[config.mk]
export PLATFORM = sky130hd
export DESIGN_NAME = im2col_address_generator
export DESIGN_NICKNAME = d
export VERILOG_FILES = /design/src/rtl/i2cag_pkg.sv /design/src/rtl/im2col_address_generator.sv /design/src/rtl/i2cag_walker.sv /design/src/rtl/i2cag_queue.sv /design/src/rtl/i2cag_datapath.sv
export SDC_FILE = /design/constraint.sdc
export NUM_CORES = 2
export LEC_CHECK = 0
export ABC_AREA = 1
export BUFFER_PORTS_ARGS = -buffer_cell sky130_fd_sc_hd__buf_2
export CORE_MARGIN = 10
export CORE_UTILIZATION = 50
export CTS_BUF_LIST = sky130_fd_sc_hd__clkbuf_4
export DETAILED_ROUTE_END_ITERATION = 10
export PLACE_DENSITY = 0.65
export SLEW_MARGIN = 20
export SYNTH_ARGS = -nofsm -noshare
export SYNTH_HDL_FRONTEND = slang
export SYNTH_HIERARCHICAL = 1
export SYNTH_SLANG_ARGS = --single-unit
[constraint.sdc]
create_clock -name clk -period 13.6 [get_ports clk]
set_input_delay 1.36 -clock clk [delete_from_list [all_inputs] [get_ports clk]]
set_output_delay 1.36 -clock clk [all_outputs]
set_load 0.02 [all_outputs]
[src/rtl/i2cag_pkg.sv]
// i2cag_pkg: shared types and constants for the im2col address generator.
// No dependencies; every other file in rtl/ uses it by scoped names.
`timescale 1ns / 1ps
`default_nettype none

package i2cag_pkg;

  localparam int SRC_W       = 36;
  localparam int DST_W       = 40;
  localparam int TDATA_IN_W  = 8;
  localparam int TDATA_OUT_W = 80;
  localparam int TUSER_OUT_W = 3;
  localparam int CFG_IDX_W   = 3;
  localparam int QUEUE_DEPTH = 4;
  localparam int QPTR_W      = 2;

  localparam logic [CFG_IDX_W-1:0] REG_INPUT_DIMS    = 3'd0;
  localparam logic [CFG_IDX_W-1:0] REG_CHANNELS      = 3'd1;
  localparam logic [CFG_IDX_W-1:0] REG_KERN_SIZE     = 3'd2;
  localparam logic [CFG_IDX_W-1:0] REG_STRIDE_DIMS   = 3'd3;
  localparam logic [CFG_IDX_W-1:0] REG_PAD_DIMS      = 3'd4;
  localparam logic [CFG_IDX_W-1:0] REG_DILATION_DIMS = 3'd5;
  localparam logic [CFG_IDX_W-1:0] REG_OUTPUT_DIMS   = 3'd6;
  localparam logic [CFG_IDX_W-1:0] REG_BIAS_ENABLE   = 3'd7;

  typedef struct packed {
    logic is_bias;
    logic patch_done;
    logic all_done;
  } elem_flags_t;

  localparam int FLAGS_W = $bits(elem_flags_t);

endpackage

`default_nettype wire

[src/rtl/im2col_address_generator.sv]
// im2col_address_generator: top level; config registers, walker, queue, datapath.
// Depends on i2cag_pkg, i2cag_walker, i2cag_queue, i2cag_datapath.
//
//  channel   dir  payload                                     handshake
//  s_axis    in   tdata[0] restart                            tvalid/tready
//  m_axis    out  tdata src_index, dst_index; tuser flags;    tvalid/tready
//                 tlast patch_done
//  cfg       in   cfg_index, cfg_data                         cfg_we
//
// One item per cycle sustained while m_axis is ready; an accepted item is written into
// the queue, which is read combinationally, and then passes the four pipeline stages.
// Reset clears the walk counters, queue and pipeline valid bits and loads
// the register defaults. s_axis_tready drops only when the four-entry queue
// is full; m_axis stalls back up through the pipeline into the queue.
`timescale 1ns / 1ps
`default_nettype none

module im2col_address_generator #(
  parameter int DIM_BITS     = 12,
  parameter int KERNEL_BITS  = 4,
  parameter int CHANNEL_BITS = 12,
  localparam int CFG_W = (2*DIM_BITS > CHANNEL_BITS+1) ?
                         ((2*DIM_BITS > 2*KERNEL_BITS) ? 2*DIM_BITS : 2*KERNEL_BITS) :
                         ((CHANNEL_BITS+1 > 2*KERNEL_BITS) ? CHANNEL_BITS+1 : 2*KERNEL_BITS)
) (
  input  wire logic                                clk,
  input  wire logic                                rst,
  input  wire logic                                s_axis_tvalid,
  output logic                                     s_axis_tready,
  input  wire logic [i2cag_pkg::TDATA_IN_W-1:0]    s_axis_tdata,   // restart
  output logic                                     m_axis_tvalid,
  input  wire logic                                m_axis_tready,
  output logic [i2cag_pkg::TDATA_OUT_W-1:0]        m_axis_tdata,   // src_index, dst_index
  output logic [i2cag_pkg::TUSER_OUT_W-1:0]        m_axis_tuser,   // is_pad, is_bias, all_done
  output logic                                     m_axis_tlast,
  input  wire logic                                cfg_we,
  input  wire logic [i2cag_pkg::CFG_IDX_W-1:0]     cfg_index,
  input  wire logic [CFG_W-1:0]                    cfg_data
);

  localparam int CW   = CHANNEL_BITS + 1;
  localparam int RECW = 2*DIM_BITS + CW + 2*KERNEL_BITS + i2cag_pkg::FLAGS_W;

  logic [2*DIM_BITS-1:0]    input_dims, output_dims;
  logic [CW-1:0]            channels;
  logic [2*KERNEL_BITS-1:0] kern_size, stride_dims, pad_dims, dilation_dims;
  logic                     bias_enable;

  logic [DIM_BITS-1:0]      w, h, ow, oh;
  logic [KERNEL_BITS-1:0]   kw, kh;
  logic [CW-1:0]            chans;
  logic [2*DIM_BITS-1:0]    npos;

  logic                     accept, q_full, q_valid, q_pop;
  logic [RECW-1:0]          q_din, q_dout;

  logic [DIM_BITS-1:0]      e_pos_col, e_pos_row, d_pos_col, d_pos_row;
  logic [CW-1:0]            e_chan, d_chan;
  logic [KERNEL_BITS-1:0]   e_krow, e_kcol, d_krow, d_kcol;
  i2cag_pkg::elem_flags_t   e_flags, d_flags, o_flags;

  logic [i2cag_pkg::SRC_W-1:0] o_src;
  logic [i2cag_pkg::DST_W-1:0] o_dst;
  logic                        o_pad;

  always_ff @(posedge clk) begin
    if (rst) begin
      input_dims    <= '0;
      channels      <= CW'(1);
      kern_size     <= {KERNEL_BITS'(1), KERNEL_BITS'(1)};
      stride_dims   <= {KERNEL_BITS'(1), KERNEL_BITS'(1)};
      pad_dims      <= '0;
      dilation_dims <= {KERNEL_BITS'(1), KERNEL_BITS'(1)};
      output_dims   <= '0;
      bias_enable   <= 1'b0;
    end else if (cfg_we) begin
      case (cfg_index)
        i2cag_pkg::REG_INPUT_DIMS:    input_dims    <= cfg_data[2*DIM_BITS-1:0];
        i2cag_pkg::REG_CHANNELS:      channels      <= cfg_data[CW-1:0];
        i2cag_pkg::REG_KERN_SIZE:     kern_size     <= cfg_data[2*KERNEL_BITS-1:0];
        i2cag_pkg::REG_STRIDE_DIMS:   stride_dims   <= cfg_data[2*KERNEL_BITS-1:0];
        i2cag_pkg::REG_PAD_DIMS:      pad_dims      <= cfg_data[2*KERNEL_BITS-1:0];
        i2cag_pkg::REG_DILATION_DIMS: dilation_dims <= cfg_data[2*KERNEL_BITS-1:0];
        i2cag_pkg::REG_OUTPUT_DIMS:   output_dims   <= cfg_data[2*DIM_BITS-1:0];
        i2cag_pkg::REG_BIAS_ENABLE:   bias_enable   <= cfg_data[0];
        default: ;
      endcase
    end
  end

  // zero kernel/output extents and a zero channel count act as one; channel count saturates at 2^CHANNEL_BITS
  always_comb begin
    w  = input_dims[DIM_BITS-1:0];
    h  = input_dims[2*DIM_BITS-1:DIM_BITS];
    kw = (kern_size[KERNEL_BITS-1:0] == '0) ? KERNEL_BITS'(1)
                                            : kern_size[KERNEL_BITS-1:0];
    kh = (kern_size[2*KERNEL_BITS-1:KERNEL_BITS] == '0) ? KERNEL_BITS'(1)
                                            : kern_size[2*KERNEL_BITS-1:KERNEL_BITS];
    ow = (output_dims[DIM_BITS-1:0] == '0) ? DIM_BITS'(1) : output_dims[DIM_BITS-1:0];
    oh = (output_dims[2*DIM_BITS-1:DIM_BITS] == '0) ? DIM_BITS'(1)
                                              : output_dims[2*DIM_BITS-1:DIM_BITS];
    if (channels == '0) begin
      chans = CW'(1);
    end else if (channels[CW-1]) begin
      chans = {1'b1, {CHANNEL_BITS{1'b0}}};
    end else begin
      chans = channels;
    end
  end

  // position count, registered, used by the destination multiply in datapath stage 3
  always_ff @(posedge clk) begin
    npos <= (2*DIM_BITS)'(ow) * (2*DIM_BITS)'(oh);
  end

  assign s_axis_tready = !q_full;
  assign accept        = s_axis_tvalid && s_axis_tready;

  i2cag_walker #(
    .DIM_BITS     (DIM_BITS),
    .KERNEL_BITS  (KERNEL_BITS),
    .CHANNEL_BITS (CHANNEL_BITS)
  ) u_walker (
    .clk         (clk),
    .rst         (rst),
    .accept      (accept),
    .restart     (s_axis_tdata[0]),
    .ow          (ow),
    .oh          (oh),
    .chans       (chans),
    .kw          (kw),
    .kh          (kh),
    .bias_enable (bias_enable),
    .e_pos_col   (e_pos_col),
    .e_pos_row   (e_pos_row),
    .e_chan      (e_chan),
    .e_krow      (e_krow),
    .e_kcol      (e_kcol),
    .e_flags     (e_flags)
  );

  assign q_din = {e_pos_col, e_pos_row, e_chan, e_krow, e_kcol, e_flags};
  assign {d_pos_col, d_pos_row, d_chan, d_krow, d_kcol, d_flags} = q_dout;

  i2cag_queue #(
    .WIDTH (RECW)
  ) u_queue (
    .clk   (clk),
    .rst   (rst),
    .push  (accept),
    .din   (q_din),
    .full  (q_full),
    .pop   (q_pop),
    .dout  (q_dout),
    .valid (q_valid)
  );

  i2cag_datapath #(
    .DIM_BITS     (DIM_BITS),
    .KERNEL_BITS  (KERNEL_BITS),
    .CHANNEL_BITS (CHANNEL_BITS)
  ) u_datapath (
    .clk       (clk),
    .rst       (rst),
    .in_valid  (q_valid),
    .in_ready  (q_pop),
    .pos_col   (d_pos_col),
    .pos_row   (d_pos_row),
    .chan      (d_chan),
    .krow      (d_krow),
    .kcol      (d_kcol),
    .flags     (d_flags),
    .w         (w),
    .h         (h),
    .sx        (stride_dims[KERNEL_BITS-1:0]),
    .sy        (stride_dims[2*KERNEL_BITS-1:KERNEL_BITS]),
    .pl        (pad_dims[KERNEL_BITS-1:0]),
    .pt        (pad_dims[2*KERNEL_BITS-1:KERNEL_BITS]),
    .dx        (dilation_dims[KERNEL_BITS-1:0]),
    .dy        (dilation_dims[2*KERNEL_BITS-1:KERNEL_BITS]),
    .kw        (kw),
    .kh        (kh),
    .ow        (ow),
    .npos      (npos),
    .out_valid (m_axis_tvalid),
    .out_ready (m_axis_tready),
    .out_src   (o_src),
    .out_dst   (o_dst),
    .out_pad   (o_pad),
    .out_flags (o_flags)
  );

  assign m_axis_tdata = {
    {(i2cag_pkg::TDATA_OUT_W - i2cag_pkg::SRC_W - i2cag_pkg::DST_W){1'b0}}, o_dst, o_src
  };
  assign m_axis_tuser = {o_flags.all_done, o_flags.is_bias, o_pad};
  assign m_axis_tlast = o_flags.patch_done;

endmodule

`default_nettype wire

[src/rtl/i2cag_walker.sv]
// i2cag_walker: nested position / channel / kernel counters of the walk.
// Classifies each accepted item into an element record. Uses i2cag_pkg.
`timescale 1ns / 1ps
`default_nettype none

module i2cag_walker #(
  parameter int DIM_BITS     = 12,
  parameter int KERNEL_BITS  = 4,
  parameter int CHANNEL_BITS = 12
) (
  input  wire logic                      clk,
  input  wire logic                      rst,
  input  wire logic                      accept,
  input  wire logic                      restart,
  input  wire logic [DIM_BITS-1:0]       ow,
  input  wire logic [DIM_BITS-1:0]       oh,
  input  wire logic [CHANNEL_BITS:0]     chans,
  input  wire logic [KERNEL_BITS-1:0]    kw,
  input  wire logic [KERNEL_BITS-1:0]    kh,
  input  wire logic                      bias_enable,
  output logic [DIM_BITS-1:0]            e_pos_col,
  output logic [DIM_BITS-1:0]            e_pos_row,
  output logic [CHANNEL_BITS:0]          e_chan,
  output logic [KERNEL_BITS-1:0]         e_krow,
  output logic [KERNEL_BITS-1:0]         e_kcol,
  output i2cag_pkg::elem_flags_t         e_flags
);

  logic [DIM_BITS-1:0]     pos_col, pos_row, pos_col_next, pos_row_next;
  logic [CHANNEL_BITS-1:0] chan_count, chan_count_next;
  logic [KERNEL_BITS-1:0]  krow_count, kcol_count, krow_count_next, kcol_count_next;
  logic                    in_bias_phase, in_bias_phase_next;

  logic [DIM_BITS-1:0]     cur_col, cur_row, np_col, np_row;
  logic [CHANNEL_BITS-1:0] cur_chan;
  logic [KERNEL_BITS-1:0]  cur_krow, cur_kcol;
  logic                    cur_bias;
  logic                    col_last, row_last, last_pos;
  logic                    kcol_last, krow_last, chan_last, last_k;

  always_comb begin
    cur_col  = restart ? '0 : pos_col;
    cur_row  = restart ? '0 : pos_row;
    cur_chan = restart ? '0 : chan_count;
    cur_krow = restart ? '0 : krow_count;
    cur_kcol = restart ? '0 : kcol_count;
    cur_bias = restart ? 1'b0 : in_bias_phase;

    col_last  = ({1'b0, cur_col} + 1'b1) >= {1'b0, ow};
    row_last  = ({1'b0, cur_row} + 1'b1) >= {1'b0, oh};
    last_pos  = col_last && row_last;
    kcol_last = ({1'b0, cur_kcol} + 1'b1) >= {1'b0, kw};
    krow_last = ({1'b0, cur_krow} + 1'b1) >= {1'b0, kh};
    chan_last = ({1'b0, cur_chan} + 1'b1) >= chans;
    last_k    = kcol_last && krow_last && chan_last;

    np_col = col_last ? '0 : cur_col + 1'b1;
    np_row = col_last ? (row_last ? '0 : cur_row + 1'b1) : cur_row;

    pos_col_next       = cur_col;
    pos_row_next       = cur_row;
    chan_count_next    = cur_chan;
    krow_count_next    = cur_krow;
    kcol_count_next    = cur_kcol;
    in_bias_phase_next = cur_bias;

    e_pos_col          = cur_col;
    e_pos_row          = cur_row;
    e_chan             = {1'b0, cur_chan};
    e_krow             = cur_krow;
    e_kcol             = cur_kcol;
    e_flags.is_bias    = 1'b0;
    e_flags.patch_done = 1'b0;

    if (cur_bias) begin
      e_chan             = chans;
      e_krow             = '0;
      e_kcol             = '0;
      e_flags.is_bias    = 1'b1;
      e_flags.patch_done = 1'b1;
      in_bias_phase_next = 1'b0;
      pos_col_next       = np_col;
      pos_row_next       = np_row;
    end else begin
      if (kcol_last) begin
        kcol_count_next = '0;
        if (krow_last) begin
          krow_count_next = '0;
          chan_count_next = chan_last ? '0 : cur_chan + 1'b1;
        end else begin
          krow_count_next = cur_krow + 1'b1;
        end
      end else begin
        kcol_count_next = cur_kcol + 1'b1;
      end
      if (last_k) begin
        if (bias_enable) begin
          in_bias_phase_next = 1'b1;
        end else begin
          e_flags.patch_done = 1'b1;
          pos_col_next       = np_col;
          pos_row_next       = np_row;
        end
      end
    end
    e_flags.all_done = e_flags.patch_done && last_pos;
  end

  always_ff @(posedge clk) begin
    if (rst) begin
      pos_col       <= '0;
      pos_row       <= '0;
      chan_count    <= '0;
      krow_count    <= '0;
      kcol_count    <= '0;
      in_bias_phase <= 1'b0;
    end else if (accept) begin
      pos_col       <= pos_col_next;
      pos_row       <= pos_row_next;
      chan_count    <= chan_count_next;
      krow_count    <= krow_count_next;
      kcol_count    <= kcol_count_next;
      in_bias_phase <= in_bias_phase_next;
    end
  end

endmodule

`default_nettype wire

[src/rtl/i2cag_queue.sv]
// i2cag_queue: short FIFO of element records between walker and datapath.
// Depth from i2cag_pkg; record width is a parameter.
`timescale 1ns / 1ps
`default_nettype none

module i2cag_queue #(
  parameter int WIDTH = 32
) (
  input  wire logic             clk,
  input  wire logic             rst,
  input  wire logic             push,
  input  wire logic [WIDTH-1:0] din,
  output logic                  full,
  input  wire logic             pop,
  output logic [WIDTH-1:0]      dout,
  output logic                  valid
);

  logic [WIDTH-1:0]                mem [i2cag_pkg::QUEUE_DEPTH];
  logic [i2cag_pkg::QPTR_W-1:0]    wptr, rptr;
  logic [i2cag_pkg::QPTR_W:0]      count;
  logic                            do_pop;

  assign valid  = count != '0;
  assign full   = count == (i2cag_pkg::QPTR_W+1)'(i2cag_pkg::QUEUE_DEPTH);
  assign dout   = mem[rptr];
  assign do_pop = pop && valid;

  always_ff @(posedge clk) begin
    if (push) begin
      mem[wptr] <= din;
    end
  end

  always_ff @(posedge clk) begin
    if (rst) begin
      wptr  <= '0;
      rptr  <= '0;
      count <= '0;
    end else begin
      if (push) begin
        wptr <= wptr + 1'b1;
      end
      if (do_pop) begin
        rptr <= rptr + 1'b1;
      end
      if (push && !do_pop) begin
        count <= count + 1'b1;
      end else if (do_pop && !push) begin
        count <= count - 1'b1;
      end
    end
  end

  assert property (@(posedge clk) disable iff (rst) full |-> !push)
    else $error("push into full queue");
  assert property (@(posedge clk) disable iff (rst)
    (push && !do_pop) |=> count == $past(count) + 1'b1)
    else $error("queue count lost a push");
  assert property (@(posedge clk) disable iff (rst)
    valid |-> (wptr - rptr) == count[i2cag_pkg::QPTR_W-1:0])
    else $error("queue pointers disagree with count");

endmodule

`default_nettype wire

[src/rtl/i2cag_datapath.sv]
// i2cag_datapath: four-stage address pipeline, last stage is the output register.
// Turns element records into source/destination indexes. Uses i2cag_pkg.
`timescale 1ns / 1ps
`default_nettype none

module i2cag_datapath #(
  parameter int DIM_BITS     = 12,
  parameter int KERNEL_BITS  = 4,
  parameter int CHANNEL_BITS = 12
) (
  input  wire logic                          clk,
  input  wire logic                          rst,
  input  wire logic                          in_valid,
  output logic                               in_ready,
  input  wire logic [DIM_BITS-1:0]           pos_col,
  input  wire logic [DIM_BITS-1:0]           pos_row,
  input  wire logic [CHANNEL_BITS:0]         chan,
  input  wire logic [KERNEL_BITS-1:0]        krow,
  input  wire logic [KERNEL_BITS-1:0]        kcol,
  input  wire i2cag_pkg::elem_flags_t        flags,
  input  wire logic [DIM_BITS-1:0]           w,
  input  wire logic [DIM_BITS-1:0]           h,
  input  wire logic [KERNEL_BITS-1:0]        sx,
  input  wire logic [KERNEL_BITS-1:0]        sy,
  input  wire logic [KERNEL_BITS-1:0]        pl,
  input  wire logic [KERNEL_BITS-1:0]        pt,
  input  wire logic [KERNEL_BITS-1:0]        dx,
  input  wire logic [KERNEL_BITS-1:0]        dy,
  input  wire logic [KERNEL_BITS-1:0]        kw,
  input  wire logic [KERNEL_BITS-1:0]        kh,
  input  wire logic [DIM_BITS-1:0]           ow,
  input  wire logic [2*DIM_BITS-1:0]         npos,
  output logic                               out_valid,
  input  wire logic                          out_ready,
  output logic [i2cag_pkg::SRC_W-1:0]        out_src,
  output logic [i2cag_pkg::DST_W-1:0]        out_dst,
  output logic                               out_pad,
  output i2cag_pkg::elem_flags_t             out_flags
);

  localparam int CW  = CHANNEL_BITS + 1;
  localparam int PW  = DIM_BITS + KERNEL_BITS;
  localparam int XW  = DIM_BITS + 2*KERNEL_BITS + 2;
  localparam int CRW = CW + KERNEL_BITS + 1;
  localparam int RW  = CRW + KERNEL_BITS + 1;
  localparam int S1W = CW + DIM_BITS + 1;
  localparam int DPW = RW + 2*DIM_BITS;

  logic v1, v2, v3, v4;
  logic rdy1, rdy2, rdy3, rdy4;

  // stage 1
  logic [PW-1:0]            px1, py1;
  logic [2*KERNEL_BITS-1:0] kx1, ky1;
  logic [CRW-1:0]           cr1;
  logic [2*DIM_BITS-1:0]    prow1;
  logic [DIM_BITS-1:0]      col1;
  logic [CW-1:0]            chan1;
  logic [KERNEL_BITS-1:0]   kcol1;
  i2cag_pkg::elem_flags_t   flags1;
  // stage 2
  logic signed [XW-1:0]     x2, y2;
  logic [RW-1:0]            row2;
  logic [2*DIM_BITS:0]      posoff2;
  logic [CW-1:0]            chan2;
  i2cag_pkg::elem_flags_t   flags2;
  // stage 3
  logic                     pad3;
  logic [S1W-1:0]           s13;
  logic [DIM_BITS-1:0]      x3;
  logic [DPW-1:0]           dprod3;
  logic [2*DIM_BITS:0]      posoff3;
  i2cag_pkg::elem_flags_t   flags3;

  logic signed [XW-1:0]     w_s, h_s;

  assign w_s = $signed(XW'(w));
  assign h_s = $signed(XW'(h));

  assign rdy4     = !v4 || out_ready;
  assign rdy3     = !v3 || rdy4;
  assign rdy2     = !v2 || rdy3;
  assign rdy1     = !v1 || rdy2;
  assign in_ready = rdy1;
  assign out_valid = v4;

  always_ff @(posedge clk) begin
    if (rst) begin
      v1 <= 1'b0;
      v2 <= 1'b0;
      v3 <= 1'b0;
      v4 <= 1'b0;
    end else begin
      if (rdy1) v1 <= in_valid;
      if (rdy2) v2 <= v1;
      if (rdy3) v3 <= v2;
      if (rdy4) v4 <= v3;
    end
  end

  always_ff @(posedge clk) begin
    if (rdy1) begin
      px1    <= PW'(pos_col) * PW'(sx);
      py1    <= PW'(pos_row) * PW'(sy);
      kx1    <= (2*KERNEL_BITS)'(kcol) * (2*KERNEL_BITS)'(dx);
      ky1    <= (2*KERNEL_BITS)'(krow) * (2*KERNEL_BITS)'(dy);
      cr1    <= CRW'(CRW'(chan) * CRW'(kh)) + CRW'(krow);
      prow1  <= (2*DIM_BITS)'(pos_row) * (2*DIM_BITS)'(ow);
      col1   <= pos_col;
      chan1  <= chan;
      kcol1  <= kcol;
      flags1 <= flags;
    end
    if (rdy2) begin
      x2      <= $signed(XW'(px1)) + $signed(XW'(kx1)) - $signed(XW'(pl));
      y2      <= $signed(XW'(py1)) + $signed(XW'(ky1)) - $signed(XW'(pt));
      row2    <= RW'(RW'(cr1) * RW'(kw)) + RW'(kcol1);
      posoff2 <= (2*DIM_BITS+1)'(prow1) + (2*DIM_BITS+1)'(col1);
      chan2   <= chan1;
      flags2  <= flags1;
    end
    if (rdy3) begin
      pad3    <= !flags2.is_bias &&
                 (x2[XW-1] || y2[XW-1] || (x2 >= w_s) || (y2 >= h_s));
      s13     <= S1W'(S1W'(chan2) * S1W'(h)) + S1W'(y2[DIM_BITS-1:0]);
      x3      <= x2[DIM_BITS-1:0];
      dprod3  <= DPW'(row2) * DPW'(npos);
      posoff3 <= posoff2;
      flags3  <= flags2;
    end
    if (rdy4) begin
      out_src   <= (pad3 || flags3.is_bias) ? '0 :
                   i2cag_pkg::SRC_W'(s13) * i2cag_pkg::SRC_W'(w) +
                   i2cag_pkg::SRC_W'(x3);
      out_dst   <= i2cag_pkg::DST_W'(dprod3) + i2cag_pkg::DST_W'(posoff3);
      out_pad   <= pad3;
      out_flags <= flags3;
    end
  end

  assert property (@(posedge clk) disable iff (rst)
    out_valid && (out_pad || out_flags.is_bias) |-> out_src == '0)
    else $error("nonzero source index on pad or bias element");
  assert property (@(posedge clk) disable iff (rst)
    out_valid && out_flags.is_bias |-> !out_pad && out_flags.patch_done)
    else $error("bias element not closing its patch");
  assert property (@(posedge clk) disable iff (rst)
    out_valid && out_flags.all_done |-> out_flags.patch_done)
    else $error("walk end without patch end");
  assert property (@(posedge clk) disable iff (rst)
    out_valid && !out_ready |=> out_valid && $stable(out_dst))
    else $error("stalled result changed");

endmodule

`default_nettype wire

==> metrics.yaml <==
power:
  total_leakage_power_nw: 48.5
  ir_worst_vdd_uv: 117
  power-per-cell-area_nw_per_um2: 143
synthesis:
  synth-async-reset-ratio: 0
  ys_seq_area_frac: 0.250
  ys_ff_latch: 781
  ys.flop_type: "sky130_fd_sc_hd__edfxtp_1"
  yosys.cell_types.count: 68
  synth_edf_count: 605
  syn-mean-instance-area_um2: 8.36
  number_of_standard_cells_after_synthesis: 10400
  ys.warnings.count: 6
  mappedNetlistArea_um2: 86900
worst_setup_path:
  crit_path_start_kind: "flip-flop"
  endpoint_kind: "flip-flop"
  arrival_ns: 8.28
  worst_path_most_repeated_cell: "sky130_fd_sc_hd__fa_1"
  critical_path.cell_chain: "buf_4, inv_2, buf_4, o21ai_0, o22ai_1, buf_4, nand2_1, fa_1, inv_1, fa_1, inv_1, fa_1, inv_1, fa_1, fa_1, ha_1, nand2_1, a21oi_1, nor3_1, nand2_1, a21oi_1, o21ai_1, xor2_1"
  worst_path_largest_cell_delay_ns: 0.64
  timing.critical_path.slowest_stage_cell: "sky130_fd_sc_hd__o22ai_1"
  critPathRequiredTime_ns: 14.52
  worst-setup-path-type: "flip-flop to flip-flop"
  reg2reg_setup_slack_ns: 6.24
  crit_fanout: 49
clock_network:
  cts_hold_buf: 0
  cts_setup_buffers: 0
  cts.sinks: 781
  htree_num_levels: 4
  tritoncts_clock_tree: "built"
  numCtsBuffers: 197
  post_cts_resize_count: 0
  cts_max_path_buffers: 3
  clock_tree_root_driver_cell: "sky130_fd_sc_hd__clkbuf_4"
  clkLatencyLatePin_ns: 1.25
  clk_transition_reported_paths_ns: 0.07
global_route:
  gr-total-overflow: 0
  globalRouteTotalUtil: 0.238
  first_global_vias: 68300
  maximum_number_of_pins_on_one_net_before_global_route_repair: 82
  global_route_wire_length_before_repair_um: 365000
  antenna_found_initial: 3
timing:
  hold_slack_ns: 0.403
  timing.clock.skew_ns: 0.0911
  timing.fmax_mhz: 136
  shortest_clock_period_the_worst_path_allows_after_layout_ns: 7.36
  setup_tns_ns: 0
  rsz0062_at_grt: "false"
  setup-violations-final: 0
  slew_violations: 0
  slew_headroom: 0.166
  worstMarginPinSlew_ns: 1.25
  min_period_over_period: 0.541
  report.final.hold_viol_count: 0
routing:
  via_count: 67400
  routedWlPerCell_um: 17.7
  drt_wirelength_um: 229000
  highest_layer: "met4"
  wl_met1_um: 99900
  met2_routed_wl_um: 103000
  drt_iter0_markers: 5215
  met3WireLength_um: 18500
  iteration_count_of_the_initial_detailed_routing_pass: 6
  drtAntennaViolNets: 0
  drc_errors: 0
  drt-vias-per-instance: 5.22
job:
  max_cap_viol_count: 0
floorplan:
  die_x_um: 437
  io-pin-count: 126
  effective_utilization_at_floorplan: 0.504
  die_h_um: 437
  rows: 152
  die_area_um2: 191000
  floorplan.core_area_um2: 172000
worst_hold_path:
  timing.hold.worst.class: "flip-flop to flip-flop"
status:
  outcome: "finished clean"
place:
  gp_congestion: 0.938
  detailed_place_hpwl_um: 176000
  port_buffers: 114
finish:
  n_fill_cell: 16200
  fraction_of_layout_cells_with_a_size_suffix_above_1: 0.0642
  syn2layout_area_growth_pct: 5.91
  nNetsFinal: 12300
per-layer routing:
metal,vias to the layer above,global-route usage
li1,31800,-
met1,32900,0.328
met2,2341,0.378
met3,358,0.0468
met4,0,0.0731
met5,-,0
stage by stage:
step / instance area, µm² / total power, mW / setup WS, ns / util / cells
detailed placement: 89400 / 11.1 / 6.44 / 0.519 / 12500
floorplan: 86900 / 8.84 / 4.00 / - / 10400
global route: 92100 / 14.3 / 5.94 / 0.534 / 12900
global placement: 89400 / 11.0 / 6.45 / 0.519 / 12500
CTS: 92000 / 13.2 / 6.38 / 0.534 / 12900
finish: 92100 / 13.2 / 6.24 / 0.534 / 12900
cells in the final DEF (no fill, tap or decap), types with 26 or more instances in the layout:
cell                       netlist  final
sky130_fd_sc_hd__o21bai_1       26     26
sky130_fd_sc_hd__o21ai_0       303    303
sky130_fd_sc_hd__buf_2          21    114
sky130_fd_sc_hd__o21ai_1        61     61
sky130_fd_sc_hd__nand4_1        67     67
sky130_fd_sc_hd__inv_1        2438   2430
sky130_fd_sc_hd__fa_1         1129   1129
sky130_fd_sc_hd__nand3_1       274    274
sky130_fd_sc_hd__a31oi_1        39     39
sky130_fd_sc_hd__buf_4          15     94
sky130_fd_sc_hd__nand2_1      2501   2500
sky130_fd_sc_hd__o22ai_1        48     48
sky130_fd_sc_hd__ha_1          718    718
sky130_fd_sc_hd__dfxtp_1       176    173
sky130_fd_sc_hd__nor3_1         49     49
sky130_fd_sc_hd__nor2_2         30     31
sky130_fd_sc_hd__a21oi_1       375    375
sky130_fd_sc_hd__clkinv_1        0     55
sky130_fd_sc_hd__inv_2          28     34
sky130_fd_sc_hd__nor2_1        648    646
sky130_fd_sc_hd__edfxtp_1      605    605
sky130_fd_sc_hd__clkbuf_4        3    286
sky130_fd_sc_hd__a21o_1         32     32
sky130_fd_sc_hd__xor2_1        188    188
sky130_fd_sc_hd__xnor2_1        78     78
sequential cells by signal, indices dropped and copies added (netlist names), 16 cells and up, named ones only:
| name | flops |
|---|---|
| u_datapath/y2 | 22 |
| u_datapath/dprod3 | 40 |
| input_dims | 24 |
| output_dims | 24 |
| u_datapath/posoff3 | 25 |
| u_datapath/prow1 | 24 |
| npos | 24 |
| u_datapath/px1 | 16 |
| u_datapath/cr1 | 18 |
| u_datapath/out_src | 36 |
| u_datapath/posoff2 | 25 |
| u_datapath/out_dst | 40 |
| u_datapath/s13 | 26 |
| u_datapath/x2 | 18 |
| u_datapath/row2 | 23 |
| u_queue/mem | 192 |
| u_datapath/py1 | 16 |
cells in the mapped netlist, types with 7 or more instances:
cell type,number,area share
sky130_fd_sc_hd__buf_2,21,0.0012
sky130_fd_sc_hd__buf_4,15,0.0013
sky130_fd_sc_hd__buf_6,14,0.0018
sky130_fd_sc_hd__o21bai_1,26,0.0022
sky130_fd_sc_hd__nand3_2,14,0.0016
sky130_fd_sc_hd__nor2_2,30,0.0022
sky130_fd_sc_hd__xnor2_1,78,0.0079
sky130_fd_sc_hd__o211ai_1,12,0.0010
sky130_fd_sc_hd__clkbuf_1,317,0.014
sky130_fd_sc_hd__o22ai_1,48,0.0035
sky130_fd_sc_hd__o21a_1,14,0.0012
sky130_fd_sc_hd__nor2_1,648,0.028
sky130_fd_sc_hd__inv_1,2438,0.11
sky130_fd_sc_hd__fa_1,1129,0.26
sky130_fd_sc_hd__o21ai_1,61,0.0035
sky130_fd_sc_hd__o31ai_1,7,0.00060
sky130_fd_sc_hd__nor3_1,49,0.0028
sky130_fd_sc_hd__nand4_1,67,0.0048
sky130_fd_sc_hd__a21oi_1,375,0.022
sky130_fd_sc_hd__inv_2,28,0.0012
sky130_fd_sc_hd__nand2_1,2501,0.11
sky130_fd_sc_hd__ha_1,718,0.10
sky130_fd_sc_hd__a21oi_2,8,0.00081
sky130_fd_sc_hd__o2111ai_1,7,0.00071
sky130_fd_sc_hd__nor2_4,12,0.0016
sky130_fd_sc_hd__nor4_1,17,0.0012
sky130_fd_sc_hd__nand3b_1,19,0.0016
sky130_fd_sc_hd__a21boi_0,12,0.0010
sky130_fd_sc_hd__a31oi_1,39,0.0028
sky130_fd_sc_hd__nand3_1,274,0.016
sky130_fd_sc_hd__edfxtp_1,605,0.21
sky130_fd_sc_hd__and2_1,7,0.00050
sky130_fd_sc_hd__nor3_2,7,0.00081
sky130_fd_sc_hd__o21ai_0,303,0.017
sky130_fd_sc_hd__nand2_2,21,0.0015
sky130_fd_sc_hd__xor2_1,188,0.019
sky130_fd_sc_hd__a21o_1,32,0.0028
sky130_fd_sc_hd__dfxtp_1,176,0.041
path summary, 6_finish.rpt:
kind	from	to	cells after the start
setup / recovery	flip-flop	u_datapath/prow1[17]$_DFFE_PP_	23
hold reg to reg	u_datapath/posoff2[16]$_DFFE_PP_	u_datapath/posoff3[16]$_DFFE_PP_	0
setup reg to reg	flip-flop	u_datapath/prow1[17]$_DFFE_PP_	23
hold / removal	u_datapath/posoff2[16]$_DFFE_PP_	u_datapath/posoff3[16]$_DFFE_PP_	0
power breakdown:
group	switching, mW	internal [mW]
sequential	0.759	3.52
combinational	4.58	2.29
clock	1.01	1.00
cell families after synthesis:
| group | Yosys count | synth area share |
|---|---|---|
| compound gates | 956 | 0.0606 |
| xor+xnor | 266 | 0.0268 |
| fa+ha+maj | 1847 | 0.363 |
| buf+inv | 2851 | 0.126 |
| flops | 781 | 0.250 |
| other cells | 1 | 0.0000431 |
| simple gates | 3693 | 0.174 |
worst max-delay path, delay by kind of cell, from the launching register on:
family          cells  cell delay, ns
flops               1            0.30
compound gates      5            1.25
xor+xnor            1            0.40
buf+inv             7            1.70
simple gates        4            0.60
fa+ha+maj           6            2.77
area by class of cell:
cell class	instances	area, µm²	share of cell area
clock buffers	286	2150	0.0233
flip-flops and latches	781	21700	0.236
well taps	2310	2890	0.0314
inverters	2468	9280	0.101
clock inverters	82	438	0.00476
multi-input cells	6766	54300	0.590
repair buffers	208	1280	0.0139
diodes	11	27.5	0.000299
Power figures use the tool's default switching activity.
